`src/rtl/sfcs_pkg.sv`:
```
`timescale 1ns / 1ps

package sfcs_pkg;

    // Field widths of the stream words.
    localparam int ADDR_W = 24;
    localparam int LEN_W  = 25;
    localparam int OP_W   = 3;

    // Default geometry of the flash part (page and sector sizes are powers of two).
    localparam int PAGE_BYTES_DEF   = 256;
    localparam int SECTOR_BYTES_DEF = 65536;
    localparam int ADDR_BITS_DEF    = 24;

    // Results one input word can cause, and depth of the command queue.
    localparam int MAX_RES     = 8;
    localparam int IDX_W       = 3;
    localparam int QUEUE_DEPTH = 2;

    // Operation codes on the input side.
    localparam logic [OP_W-1:0] OP_READ   = 3'd0;
    localparam logic [OP_W-1:0] OP_WRITE  = 3'd1;
    localparam logic [OP_W-1:0] OP_WDATA  = 3'd2;
    localparam logic [OP_W-1:0] OP_ERASE  = 3'd3;
    localparam logic [OP_W-1:0] OP_STATUS = 3'd4;
    localparam logic [OP_W-1:0] OP_RDATA  = 3'd5;

    // Flash command bytes.
    localparam logic [7:0] CMD_RDSR = 8'h05;
    localparam logic [7:0] CMD_WREN = 8'h06;
    localparam logic [7:0] CMD_READ = 8'h03;
    localparam logic [7:0] CMD_PP   = 8'h02;
    localparam logic [7:0] CMD_SE   = 8'hD8;
    localparam logic [7:0] INV_MASK = 8'hFF;
    localparam logic [7:0] WIP_MASK = 8'h01;

    typedef enum logic [2:0] {
        K_TX   = 3'd0,
        K_RX   = 3'd1,
        K_HOST = 3'd2,
        K_DONE = 3'd3,
        K_REJ  = 3'd4,
        K_ERR  = 3'd5
    } t_kind;

    typedef enum logic [3:0] {
        PH_IDLE  = 4'b0001,
        PH_POLL  = 4'b0010,
        PH_READ  = 4'b0100,
        PH_WRITE = 4'b1000
    } t_phase;

    typedef enum logic [1:0] {
        REQ_NONE  = 2'd0,
        REQ_READ  = 2'd1,
        REQ_WRITE = 2'd2,
        REQ_ERASE = 2'd3
    } t_req;

    // One SPI action or host result.
    typedef struct packed {
        t_kind      kind;
        logic [7:0] value;
        logic       fe;
    } t_res;

    // All results caused by one input word.
    typedef struct packed {
        t_res [MAX_RES-1:0] slots;
        logic [IDX_W-1:0]   last_idx;
    } t_batch;

    function automatic t_res mk_res(t_kind kind, logic [7:0] value, logic fe);
        t_res r;
        r.kind  = kind;
        r.value = value;
        r.fe    = fe;
        return r;
    endfunction

endpackage

```
`src/rtl/sfcs_front.sv`:
```
`timescale 1ns / 1ps

module sfcs_front
    import sfcs_pkg::*;
#(
    parameter int PAGE_BYTES   = PAGE_BYTES_DEF,
    parameter int SECTOR_BYTES = SECTOR_BYTES_DEF,
    parameter int ADDR_BITS    = ADDR_BITS_DEF
) (
    input  logic              i_clk,
    input  logic              i_rst_n,
    input  logic              i_cfg_we,
    input  logic              i_cfg_wdata,
    input  logic              i_take,
    input  logic [OP_W-1:0]   i_op,
    input  logic [ADDR_W-1:0] i_addr,
    input  logic [LEN_W-1:0]  i_len,
    input  logic [7:0]        i_data,
    output t_batch            o_batch
);

    localparam int PAGE_W = $clog2(PAGE_BYTES);
    localparam int SEC_W  = $clog2(SECTOR_BYTES);

    logic                 r_invert;
    t_phase               r_phase, n_phase;
    t_req                 r_req, n_req;
    logic [ADDR_BITS-1:0] r_addr, n_addr;
    logic [LEN_W-1:0]     r_rem, n_rem;

    t_res [MAX_RES-1:0]   v_slots;
    logic [IDX_W-1:0]     v_n;
    logic                 v_err;
    logic [ADDR_BITS-1:0] in_addr;
    logic [31:0]          in_addr_ext;
    logic [ADDR_W-1:0]    cur_addr24;
    logic [ADDR_BITS-1:0] addr_inc;
    logic [ADDR_BITS-1:0] addr_sec;
    logic [LEN_W-1:0]     rem_dec;
    logic [7:0]           dmask;
    logic                 misaligned;
    logic                 wr_fe;

    // Request address is taken modulo the address space.
    assign in_addr     = i_addr[ADDR_BITS-1:0];
    assign in_addr_ext = 32'(in_addr);
    assign cur_addr24  = ADDR_W'(r_addr);
    assign addr_inc    = ADDR_BITS'(32'(r_addr) + 32'd1);
    assign addr_sec    = ADDR_BITS'(32'(r_addr) + 32'(SECTOR_BYTES));
    assign rem_dec     = r_rem - LEN_W'(1);
    assign dmask       = r_invert ? INV_MASK : 8'h00;
    assign misaligned  = (in_addr_ext[SEC_W-1:0] != '0) || (i_len[SEC_W-1:0] != '0);
    assign wr_fe       = (rem_dec == '0) || (addr_inc[PAGE_W-1:0] == '0);

    // Classify the word, build its result list and the next state.
    always_comb begin
        v_slots = '0;
        v_n     = '0;
        v_err   = 1'b0;
        n_phase = r_phase;
        n_req   = r_req;
        n_addr  = r_addr;
        n_rem   = r_rem;
        case (i_op)
            OP_READ, OP_WRITE, OP_ERASE: begin
                if (r_phase != PH_IDLE) begin
                    v_err = 1'b1;
                end else if (i_op == OP_ERASE && misaligned) begin
                    v_slots[v_n] = mk_res(K_REJ, 8'h00, 1'b0);
                    v_n = v_n + 1'b1;
                end else if (i_op != OP_READ && i_len == '0) begin
                    v_slots[v_n] = mk_res(K_DONE, 8'h00, 1'b0);
                    v_n = v_n + 1'b1;
                end else begin
                    n_req  = (i_op == OP_READ) ? REQ_READ :
                             ((i_op == OP_WRITE) ? REQ_WRITE : REQ_ERASE);
                    n_addr = in_addr;
                    n_rem  = i_len;
                    v_slots[v_n] = mk_res(K_TX, CMD_RDSR, 1'b0);
                    v_n = v_n + 1'b1;
                    v_slots[v_n] = mk_res(K_RX, 8'h00, 1'b1);
                    v_n = v_n + 1'b1;
                    n_phase = PH_POLL;
                end
            end
            OP_WDATA: begin
                if (r_phase != PH_WRITE || r_rem == '0) begin
                    v_err = 1'b1;
                end else begin
                    n_addr = addr_inc;
                    n_rem  = rem_dec;
                    v_slots[v_n] = mk_res(K_TX, i_data ^ dmask, wr_fe);
                    v_n = v_n + 1'b1;
                    if (rem_dec == '0) begin
                        v_slots[v_n] = mk_res(K_DONE, 8'h00, 1'b0);
                        v_n = v_n + 1'b1;
                        n_phase = PH_IDLE;
                        n_req   = REQ_NONE;
                    end else if (wr_fe) begin
                        v_slots[v_n] = mk_res(K_TX, CMD_RDSR, 1'b0);
                        v_n = v_n + 1'b1;
                        v_slots[v_n] = mk_res(K_RX, 8'h00, 1'b1);
                        v_n = v_n + 1'b1;
                        n_phase = PH_POLL;
                    end
                end
            end
            OP_STATUS: begin
                if (r_phase != PH_POLL) begin
                    v_err = 1'b1;
                end else if ((i_data & WIP_MASK) != 8'h00) begin
                    // Still busy: poll again.
                    v_slots[v_n] = mk_res(K_TX, CMD_RDSR, 1'b0);
                    v_n = v_n + 1'b1;
                    v_slots[v_n] = mk_res(K_RX, 8'h00, 1'b1);
                    v_n = v_n + 1'b1;
                end else begin
                    case (r_req)
                        REQ_READ: begin
                            v_slots[v_n] = mk_res(K_TX, CMD_READ, 1'b0);
                            v_n = v_n + 1'b1;
                            v_slots[v_n] = mk_res(K_TX, cur_addr24[23:16], 1'b0);
                            v_n = v_n + 1'b1;
                            v_slots[v_n] = mk_res(K_TX, cur_addr24[15:8], 1'b0);
                            v_n = v_n + 1'b1;
                            v_slots[v_n] = mk_res(K_TX, cur_addr24[7:0], r_rem == '0);
                            v_n = v_n + 1'b1;
                            if (r_rem == '0) begin
                                v_slots[v_n] = mk_res(K_DONE, 8'h00, 1'b0);
                                v_n = v_n + 1'b1;
                                n_phase = PH_IDLE;
                                n_req   = REQ_NONE;
                            end else begin
                                v_slots[v_n] = mk_res(K_RX, 8'h00, r_rem == LEN_W'(1));
                                v_n = v_n + 1'b1;
                                n_phase = PH_READ;
                            end
                        end
                        REQ_WRITE: begin
                            v_slots[v_n] = mk_res(K_TX, CMD_WREN, 1'b1);
                            v_n = v_n + 1'b1;
                            v_slots[v_n] = mk_res(K_TX, CMD_PP, 1'b0);
                            v_n = v_n + 1'b1;
                            v_slots[v_n] = mk_res(K_TX, cur_addr24[23:16], 1'b0);
                            v_n = v_n + 1'b1;
                            v_slots[v_n] = mk_res(K_TX, cur_addr24[15:8], 1'b0);
                            v_n = v_n + 1'b1;
                            v_slots[v_n] = mk_res(K_TX, cur_addr24[7:0], 1'b0);
                            v_n = v_n + 1'b1;
                            n_phase = PH_WRITE;
                        end
                        REQ_ERASE: begin
                            v_slots[v_n] = mk_res(K_TX, CMD_WREN, 1'b1);
                            v_n = v_n + 1'b1;
                            v_slots[v_n] = mk_res(K_TX, CMD_SE, 1'b0);
                            v_n = v_n + 1'b1;
                            v_slots[v_n] = mk_res(K_TX, cur_addr24[23:16], 1'b0);
                            v_n = v_n + 1'b1;
                            v_slots[v_n] = mk_res(K_TX, cur_addr24[15:8], 1'b0);
                            v_n = v_n + 1'b1;
                            v_slots[v_n] = mk_res(K_TX, cur_addr24[7:0], 1'b1);
                            v_n = v_n + 1'b1;
                            n_addr = addr_sec;
                            n_rem  = r_rem - LEN_W'(SECTOR_BYTES);
                            if (n_rem == '0) begin
                                v_slots[v_n] = mk_res(K_DONE, 8'h00, 1'b0);
                                v_n = v_n + 1'b1;
                                n_phase = PH_IDLE;
                                n_req   = REQ_NONE;
                            end else begin
                                v_slots[v_n] = mk_res(K_TX, CMD_RDSR, 1'b0);
                                v_n = v_n + 1'b1;
                                v_slots[v_n] = mk_res(K_RX, 8'h00, 1'b1);
                                v_n = v_n + 1'b1;
                                n_phase = PH_POLL;
                            end
                        end
                        default: begin
                            v_slots[v_n] = mk_res(K_DONE, 8'h00, 1'b0);
                            v_n = v_n + 1'b1;
                            n_phase = PH_IDLE;
                            n_req   = REQ_NONE;
                        end
                    endcase
                end
            end
            OP_RDATA: begin
                if (r_phase != PH_READ || r_rem == '0) begin
                    v_err = 1'b1;
                end else begin
                    v_slots[v_n] = mk_res(K_HOST, i_data ^ dmask, 1'b0);
                    v_n = v_n + 1'b1;
                    n_addr = addr_inc;
                    n_rem  = rem_dec;
                    if (rem_dec == '0) begin
                        v_slots[v_n] = mk_res(K_DONE, 8'h00, 1'b0);
                        v_n = v_n + 1'b1;
                        n_phase = PH_IDLE;
                        n_req   = REQ_NONE;
                    end else begin
                        v_slots[v_n] = mk_res(K_RX, 8'h00, rem_dec == LEN_W'(1));
                        v_n = v_n + 1'b1;
                    end
                end
            end
            default: begin
                v_err = 1'b1;
            end
        endcase
        // A protocol error leaves the state as it was.
        if (v_err) begin
            n_phase = r_phase;
            n_req   = r_req;
            n_addr  = r_addr;
            n_rem   = r_rem;
            v_slots[v_n] = mk_res(K_ERR, 8'h00, 1'b0);
            v_n = v_n + 1'b1;
        end
        o_batch.slots    = v_slots;
        o_batch.last_idx = v_n - 1'b1;
    end

    // Sequencer state advances on every accepted word.
    always_ff @(posedge i_clk) begin
        if (!i_rst_n) begin
            r_invert <= 1'b1;
            r_phase  <= PH_IDLE;
            r_req    <= REQ_NONE;
            r_addr   <= '0;
            r_rem    <= '0;
        end else begin
            if (i_cfg_we) begin
                r_invert <= i_cfg_wdata;
            end
            if (i_take) begin
                r_phase <= n_phase;
                r_req   <= n_req;
                r_addr  <= n_addr;
                r_rem   <= n_rem;
            end
        end
    end

endmodule

```
`src/rtl/sfcs_queue.sv`:
```
`timescale 1ns / 1ps

module sfcs_queue
    import sfcs_pkg::*;
#(
    parameter int DEPTH = QUEUE_DEPTH
) (
    input  logic   i_clk,
    input  logic   i_rst_n,
    input  logic   i_push,
    input  t_batch i_data,
    output logic   o_full,
    input  logic   i_pop,
    output logic   o_valid,
    output t_batch o_head
);

    localparam int PW = (DEPTH > 1) ? $clog2(DEPTH) : 1;
    localparam int CW = $clog2(DEPTH + 1);

    t_batch          r_mem [DEPTH];
    logic [PW-1:0]   r_wr, r_rd;
    logic [CW-1:0]   r_cnt;

    assign o_full  = (r_cnt == CW'(DEPTH));
    assign o_valid = (r_cnt != '0);
    assign o_head  = r_mem[r_rd];

    // Entry storage.
    always_ff @(posedge i_clk) begin
        if (i_push) begin
            r_mem[r_wr] <= i_data;
        end
    end

    // Pointers and fill count.
    always_ff @(posedge i_clk) begin
        if (!i_rst_n) begin
            r_wr  <= '0;
            r_rd  <= '0;
            r_cnt <= '0;
        end else begin
            if (i_push) begin
                r_wr <= (r_wr == PW'(DEPTH - 1)) ? '0 : r_wr + 1'b1;
            end
            if (i_pop) begin
                r_rd <= (r_rd == PW'(DEPTH - 1)) ? '0 : r_rd + 1'b1;
            end
            if (i_push && !i_pop) begin
                r_cnt <= r_cnt + 1'b1;
            end else if (!i_push && i_pop) begin
                r_cnt <= r_cnt - 1'b1;
            end
        end
    end

endmodule

```
`src/rtl/sfcs_back.sv`:
```
`timescale 1ns / 1ps

module sfcs_back
    import sfcs_pkg::*;
(
    input  logic       i_clk,
    input  logic       i_rst_n,
    input  logic       i_head_valid,
    input  t_batch     i_head,
    output logic       o_pop,
    output logic       o_valid,
    input  logic       i_ready,
    output t_res       o_res,
    output logic       o_last
);

    logic [IDX_W-1:0] r_idx;
    logic             r_valid;
    t_res             r_res;
    logic             r_last;
    logic             load;
    logic             at_last;

    assign load    = i_head_valid && (!r_valid || i_ready);
    assign at_last = (r_idx == i_head.last_idx);
    assign o_pop   = load && at_last;
    assign o_valid = r_valid;
    assign o_res   = r_res;
    assign o_last  = r_last;

    // Output register, refilled from the head batch one result a cycle while the receiver is ready.
    always_ff @(posedge i_clk) begin
        if (!i_rst_n) begin
            r_valid <= 1'b0;
            r_idx   <= '0;
        end else begin
            if (load) begin
                r_valid <= 1'b1;
                r_idx   <= at_last ? '0 : r_idx + 1'b1;
            end else if (i_ready) begin
                r_valid <= 1'b0;
            end
        end
    end

    always_ff @(posedge i_clk) begin
        if (load) begin
            r_res  <= i_head.slots[r_idx];
            r_last <= at_last;
        end
    end

endmodule

```
`src/rtl/serial_flash_command_sequencer_unit.sv`:
```
`timescale 1ns / 1ps
// A word is pushed into the command queue when accepted; its results then pass through the output register.
// Throughput: a word is accepted every cycle while the two-entry command queue has room;
// the output side then delivers one result per cycle while the receiver is ready, and a word
// causes one to seven results.
// Reset is synchronous and active low: state goes idle and invert_data returns to one.

module serial_flash_command_sequencer_unit
    import sfcs_pkg::*;
#(
    parameter int PAGE_BYTES   = PAGE_BYTES_DEF,
    parameter int SECTOR_BYTES = SECTOR_BYTES_DEF,
    parameter int ADDR_BITS    = ADDR_BITS_DEF
) (
    input  logic        i_clk,
    input  logic        i_rst_n,
    input  logic        i_cfg_we,
    input  logic        i_cfg_wdata,
    input  logic        s_axis_tvalid,
    output logic        s_axis_tready,
    input  logic [63:0] s_axis_tdata,   // address[23:0], length[48:24], data[56:49], zeros
    input  logic [2:0]  s_axis_tuser,   // operation[2:0]
    output logic        m_axis_tvalid,
    input  logic        m_axis_tready,
    output logic [15:0] m_axis_tdata,   // value[7:0], frame_end[8], zeros
    output logic [2:0]  m_axis_tuser,   // kind[2:0]
    output logic        m_axis_tlast
);

    logic   take;
    logic   q_full;
    logic   q_valid;
    logic   q_pop;
    t_batch batch;
    t_batch head;
    t_res   res;

    assign s_axis_tready = !q_full;
    assign take          = s_axis_tvalid && !q_full;

    // Front: classifies each word and builds its result list.
    sfcs_front #(
        .PAGE_BYTES   (PAGE_BYTES),
        .SECTOR_BYTES (SECTOR_BYTES),
        .ADDR_BITS    (ADDR_BITS)
    ) u_front (
        .i_clk       (i_clk),
        .i_rst_n     (i_rst_n),
        .i_cfg_we    (i_cfg_we),
        .i_cfg_wdata (i_cfg_wdata),
        .i_take      (take),
        .i_op        (s_axis_tuser),
        .i_addr      (s_axis_tdata[23:0]),
        .i_len       (s_axis_tdata[48:24]),
        .i_data      (s_axis_tdata[56:49]),
        .o_batch     (batch)
    );

    // Queue between front and back.
    sfcs_queue #(
        .DEPTH (QUEUE_DEPTH)
    ) u_queue (
        .i_clk   (i_clk),
        .i_rst_n (i_rst_n),
        .i_push  (take),
        .i_data  (batch),
        .o_full  (q_full),
        .i_pop   (q_pop),
        .o_valid (q_valid),
        .o_head  (head)
    );

    // Back: plays out results one word at a time.
    sfcs_back u_back (
        .i_clk        (i_clk),
        .i_rst_n      (i_rst_n),
        .i_head_valid (q_valid),
        .i_head       (head),
        .o_pop        (q_pop),
        .o_valid      (m_axis_tvalid),
        .i_ready      (m_axis_tready),
        .o_res        (res),
        .o_last       (m_axis_tlast)
    );

    assign m_axis_tdata = {7'b0, res.fe, res.value};
    assign m_axis_tuser = res.kind;

endmodule

```
`config.mk`:
```
export PLATFORM = sky130hd
export DESIGN_NAME = serial_flash_command_sequencer_unit
export DESIGN_NICKNAME = d
export VERILOG_FILES = /design/src/rtl/sfcs_pkg.sv /design/src/rtl/sfcs_front.sv /design/src/rtl/sfcs_queue.sv /design/src/rtl/sfcs_back.sv /design/src/rtl/serial_flash_command_sequencer_unit.sv
export SDC_FILE = /design/constraint.sdc
export NUM_CORES = 1
export LEC_CHECK = 0
export BUFFER_PORTS_ARGS = -buffer_cell sky130_fd_sc_hd__buf_2
export CAP_MARGIN = 20
export CORE_UTILIZATION = 46
export DETAILED_ROUTE_END_ITERATION = 10
export HOLD_SLACK_MARGIN = 0.12
export SYNTH_ARGS = -nofsm -noshare
export SYNTH_HDL_FRONTEND = slang
export SYNTH_SLANG_ARGS = --single-unit
```
`constraint.sdc`:
```
create_clock -name i_clk -period 11.7 [get_ports i_clk]
set_input_delay 0.585 -clock i_clk [delete_from_list [all_inputs] [get_ports i_clk]]
set_output_delay 0.585 -clock i_clk [all_outputs]
set_load 0.005 [all_outputs]
```
### Word level (Yosys, flattened, before mapping)

Memory sizes are Yosys's and may differ from the RTL's. A register that Yosys moved wholly into a read port is not among the register bits.
Cells that the tools add are included.

| word-level totals | value |
|---|---|
| memories | 1 |
| register bits after elaboration | 77 |
| RAM bits | 198 |
| input bits | 73 |
| logic and storage cells | 203 |

Memories:

| name | depth | width | read ports | clocked after Yosys merged registers in | wr ports | line | source |
|---|---|---|---|---|---|---|---|
| u_queue.r_mem | 2 | 99 | 1 | 1 | 1 | sfcs_queue.sv:21 | `t_batch r_mem [DEPTH];` |

| operators by class | value |
|---|---|
| bitwise operators | 5 |
| $add $sub $neg | 11 |
| reductions and logical operators | 36 |
| eq/ne operators | 29 |
| mux-type cells | 104 |
| order comparisons | 3 |

Operators by type and width:

| cell | count |
|---|---|
| $mux 24 | 12 |
| $mux 25 | 8 |
| $pmux 24 s4 | 2 |
| $pmux 47 s3 | 1 |
| $logic_not 25->1 | 4 |
| $pmux 25 s4 | 1 |
| $mux 96 | 1 |
| $mux 84 | 1 |
| $and 70x80->80 | 1 |
| $not 80->80 | 1 |
| $mux 12 | 6 |
| $mux 60 | 1 |
| $eq 25x1->1 const B | 2 |
| $mux 48 | 1 |
| $mux 11 | 4 |
| $mux 4 | 10 |
| $bmux 12 s3 | 1 |
| $demux 12 s3 | 1 |
| $mux 2 | 18 |
| $mux 36 | 1 |
| $reduce_bool 16->1 | 2 |
| $sub 25x1->25 const B | 1 |
| $sub 25x17->25 const B | 1 |
| $add 24x1->24 const B | 1 |
| other kinds (52) | 106 |

### Longest topological paths before layout

| depth | value |
|---|---|
| word-level depth | 14 |
| gate-level depth with buffers | 14 |
| mapped depth without buffers | 13 |

### Hierarchy

Synthesis repeated with hierarchy kept, for this count alone.

| unflattened totals | value |
|---|---|
| cell total of the unflattened synthesis | 1,220 |
| area, all modules | 14,301.2 um^2 |

Modules (own cells, without submodules):

| module | cells an instance | times used | seq. area each (um^2) | area each (um^2) |
|---|---|---|---|---|
| sfcs_queue | 330 | 1 | 6,045.8 | 7,390.8 |
| sfcs_front | 799 | 1 | 1,121.1 | 5,432.7 |
| sfcs_back | 81 | 1 | 470.5 | 1,411.4 |
| serial_flash_command_sequencer_unit | 10 | 1 | 0.0 | 66.3 |

### Least setup slack after synthesis

Ideal clock, no wire load.

| timing | value |
|---|---|
| path kind | input port to flip-flop |
| start point | input s_axis_tvalid |
| end point | memory u_queue.r_mem[0][0] (netlist bit), enable pin |
| stages on the path | 2 |
| required time | 11.204 ns |
| setup time | 0.496 ns |
| arrival time | 3.545 ns |
| slack | 7.659 ns |
| cells stage by stage | nand2_1 > nor2_1 |

| between the ends | value |
|---|---|
| cells in the longest elaborated chain, start to end | 3 |

RTL lines:

| item | line | source |
|---|---|---|
| start: declaration | serial_flash_command_sequencer_unit.sv:19 | `input logic s_axis_tvalid,` |
| $logic_and 1x1->1 | serial_flash_command_sequencer_unit.sv:39 | `assign take = s_axis_tvalid && !q_full;` |
| $mux 1 | sfcs_queue.sv:31 | `if (i_push) begin` |
| $mux 1 (implied by the code) | sfcs_queue.sv:32 | `r_mem[r_wr] <= i_data;` |
| end: declaration | sfcs_queue.sv:21 |  |

No other way between the ends.

==> impl_metrics.py <==
metrics = {
    "placement": {
        "pre_cts_ws_ps": 7469,
        "gp_congestion": 0.8657,
        "dp_hpwl_um": 19620,
        "dpl.cell_count": 1411,
        "port-buffer-count": 80,
    },
    "worst_setup_path": {
        "cp_cell_sequence": "nor4_2 > nand3_1 > o31ai_1 > nand4_1 > o41ai_1 > a211o_1 > ha_1 > a21oi_1 > ha_1 > xnor2_1 > xnor2_1",
        "arrival_ps": 4560,
        "criticalPathCategory": "flip-flop to flip-flop",
        "cp-start-kind": "flip-flop",
        "rr_worst_depth": 11,
        "crit_path_max_incr_delay_ps": 630,
        "worstPathRequired_ps": 11940,
        "crit_slowest_cell": "o41ai_1",
        "worstPathMaxFanout": 11,
        "end_kind": "flip-flop",
    },
    "power": {
        "switching_share_pct": 30.87,
        "pwr-share-comb_pct": 27.4,
        "p_sw_mw": 0.7565,
        "ir_drop_mv": 0.1171,
        "clockPowerShare_pct": 30.8,
        "cellInternalPower_mw": 1.694,
        "seqPwrFrac_pct": 41.8,
        "powerDensity_nw_per_um2": 192.4,
        "p_leak_nw": 4.485,
    },
    "cts": {
        "cts_resized": 0,
        "tritoncts": "yes",
        "clkLatencyLatePin_ps": 510,
        "h-tree-depth": 1,
        "clock-root-buffer": "clkbuf_16",
        "postCtsSetupRepairBufs": 0,
        "cts_buffer_depth": 3,
        "cts_sinks": 214,
        "cts_buffers": 24,
        "clk_pin_slew_worst_paths_ps": 60,
        "holdBufCountCts": 0,
    },
    "floorplan": {
        "start_util_pct": 47.55,
        "die_x_um": 158.7,
        "ios": 95,
        "die_area_um2": 25180,
        "die_y_um": 158.7,
        "core.rowCount": 56,
        "core_area_um2": 23750,
    },
    "global_routing": {
        "grt_max_degree": 69,
        "globalRouteOverflowTotal": 0,
        "grt_usage_pct": 23.76,
        "antenna_found_initial": 0,
        "grt_pass1_wl_um": 45770,
        "grt_pass1_vias": 7994,
    },
    "yosys": {
        "synth.most_common_cell": "edfxtp_1",
        "syn_area_um2": 11290,
        "avgSynthCellArea_um2": 10.61,
        "yosys.area.top_type": "edfxtp_1",
        "synth_area_leaders": "edfxtp_1 (40%), dfxtp_1 (12%), mux4_2 (6.2%), nor2_1 (3.8%), nand2_1 (3.1%)",
        "synth_edf_count": 149,
        "synthArstFlopShare_pct": 0,
        "synth.distinct_cells": 79,
        "yosysSeqAreaShare_pct": 51.14,
        "synth_top_area_share_pct": 39.62,
        "syn_inst": 1064,
        "yosysWarnings": 0,
        "synth_ff_type": "edfxtp_1",
        "ys_ff_latch": 214,
        "ys_top_cells_by_count": "edfxtp_1 (149), nor2_1 (114), nand2_1 (94)",
    },
    "drt": {
        "first_pass_iters": 5,
        "vias": 8536,
        "routed_wl_um": 28910,
        "drc": 0,
        "drtAntennaViolNets": 0,
        "vias_per_cell": 5.871,
        "wire_per_inst_um": 19.88,
        "initialDrtViolationCount": 689,
    },
    "final_layout": {
        "layout.nets": 1209,
        "postLayoutCoreUtil_pct": 53.62,
        "fillCellCount": 2139,
        "area_delta_synth_final_pct": 12.77,
        "layout-drive-gt1-share_pct": 16.48,
        "antennaDiodeCount": 0,
        "stdcell_count": 1454,
    },
    "timing": {
        "max_slew_margin_pct": 24.24,
        "layout_setup_ws_ps": 7387,
        "fin_crit_ps": 4313,
        "hold_ws_ps": 285.3,
        "tightest_slew_ps": 1136,
        "drv_slew": 0,
        "fin_tns_setup_ps": 0,
        "skew_ps": 22.12,
        "hold_violations": 0,
        "fin_crit_sh_pct": 36.86,
        "setup_viol": 0,
        "max_freq_mhz": 231.9,
        "rsz0062_at_grt": "false",
    },
    "run": {
        "maxCapViolations": 0,
    },
    "hold_path": {
        "hold_path.class": "input port to flip-flop",
        "whs_path_depth": 3,
    },
    "status": {
        "outcome": "finished, final reports clean",
    },
}
[final timing paths]
| path | startpoint | endpoint | slack [ps] |
|---|---|---|---|
| worst min register to register | u_front.r_rem[15] | u_front.r_rem[15] | 490 |
| worst min-delay path | i_cfg_wdata | u_front.r_invert | 290 |
| worst max-delay path | u_front.r_rem[2] | u_queue.r_mem[0][2] | 7390 |
| worst max register to register | u_front.r_rem[2] | u_queue.r_mem[0][2] | 7390 |
[stage by stage]
stage / area [um^2] / power [mW]
final: 12740 / 2.450
after detailed placement: 11950 / 1.710
after CTS: 12730 / 2.468
after global placement: 11950 / 1.704
after floorplan: 11370 / 1.524
after global routing: 12740 / 2.582
[kinds of logic after synthesis]
family          after synthesis  synth area share, %
simple gates                370                16.14
mux                          59                8.664
flops                       214                51.14
xor+xnor                     34                2.637
fa+ha+maj                    17                1.883
compound gates              259                15.50
other cells                   1              0.03321
buf+inv                     110                3.999
[worst max-delay path: cells and delay by family, from the launching register on]
family | cells | cell delay (ps)
simple gates | 3 | 1400
flops | 1 | 390
fa+ha+maj | 2 | 420
xor+xnor | 2 | 240
compound gates | 4 | 1580
[layout by cell type, fill, tap and decap left out, types with 13 or more instances in the layout]
cell,netlist,final
ha_1,17,17
nor2_1,114,111
nor4_1,16,16
a211oi_1,13,13
a21oi_1,63,62
buf_2,3,80
inv_1,23,23
mux4_2,31,31
nand3_1,22,22
dfxtp_1,65,64
xor2_1,13,13
edfxtp_1,149,149
clkbuf_16,0,25
nand2_1,94,94
mux2i_1,28,28
buf_4,7,15
conb_1,1,21
xnor2_1,21,21
o21ai_0,61,61
nor3_1,30,29
a22o_1,14,14
[cell type report]
type | count | area, um^2 | share of cell area (%)
Clock buffer | 32 | 661.9 | 5.197
Multi-Input combinational cell | 760 | 5174 | 40.62
Inverter | 24 | 90.09 | 0.7073
Tap cell | 319 | 399.1 | 3.134
Clock inverter | 10 | 121.4 | 0.9529
Timing Repair Buffer | 95 | 513.0 | 4.028
Sequential cell | 214 | 5777 | 45.36
[sequential cells by signal (all words and copies together) (netlist names), 2 cells and up, named ones only]
| register | flops |
|---|---|
| u_front.r_phase | 4 |
| u_front.r_req | 2 |
| u_queue.r_mem | 136 |
| u_front.cur_addr24 | 24 |
| u_back.o_res | 12 |
| u_back.r_idx | 3 |
| u_queue.r_cnt | 2 |
| u_front.r_rem | 25 |
[power groups by stage]
stage	logic, mW	clock network [mW]	registers [mW]
after floorplan	0.501	0	1.02
after global placement	0.670	0	1.03
after detailed placement	0.672	0	1.04
after CTS	0.675	0.770	1.02
after global routing	0.744	0.800	1.04
final	0.671	0.756	1.02
[layer usage]
layer	share of wire [%]	track usage, %	vias up	routed length, um
li1	-	-	4102	-
met1	46	33.59	4135	13420
met2	46	38.22	250	13370
met3	4.6	2.858	49	1331
met4	2.7	7.097	0	787
met5	0	0	-	0
Power figures use the tool's default switching activity.
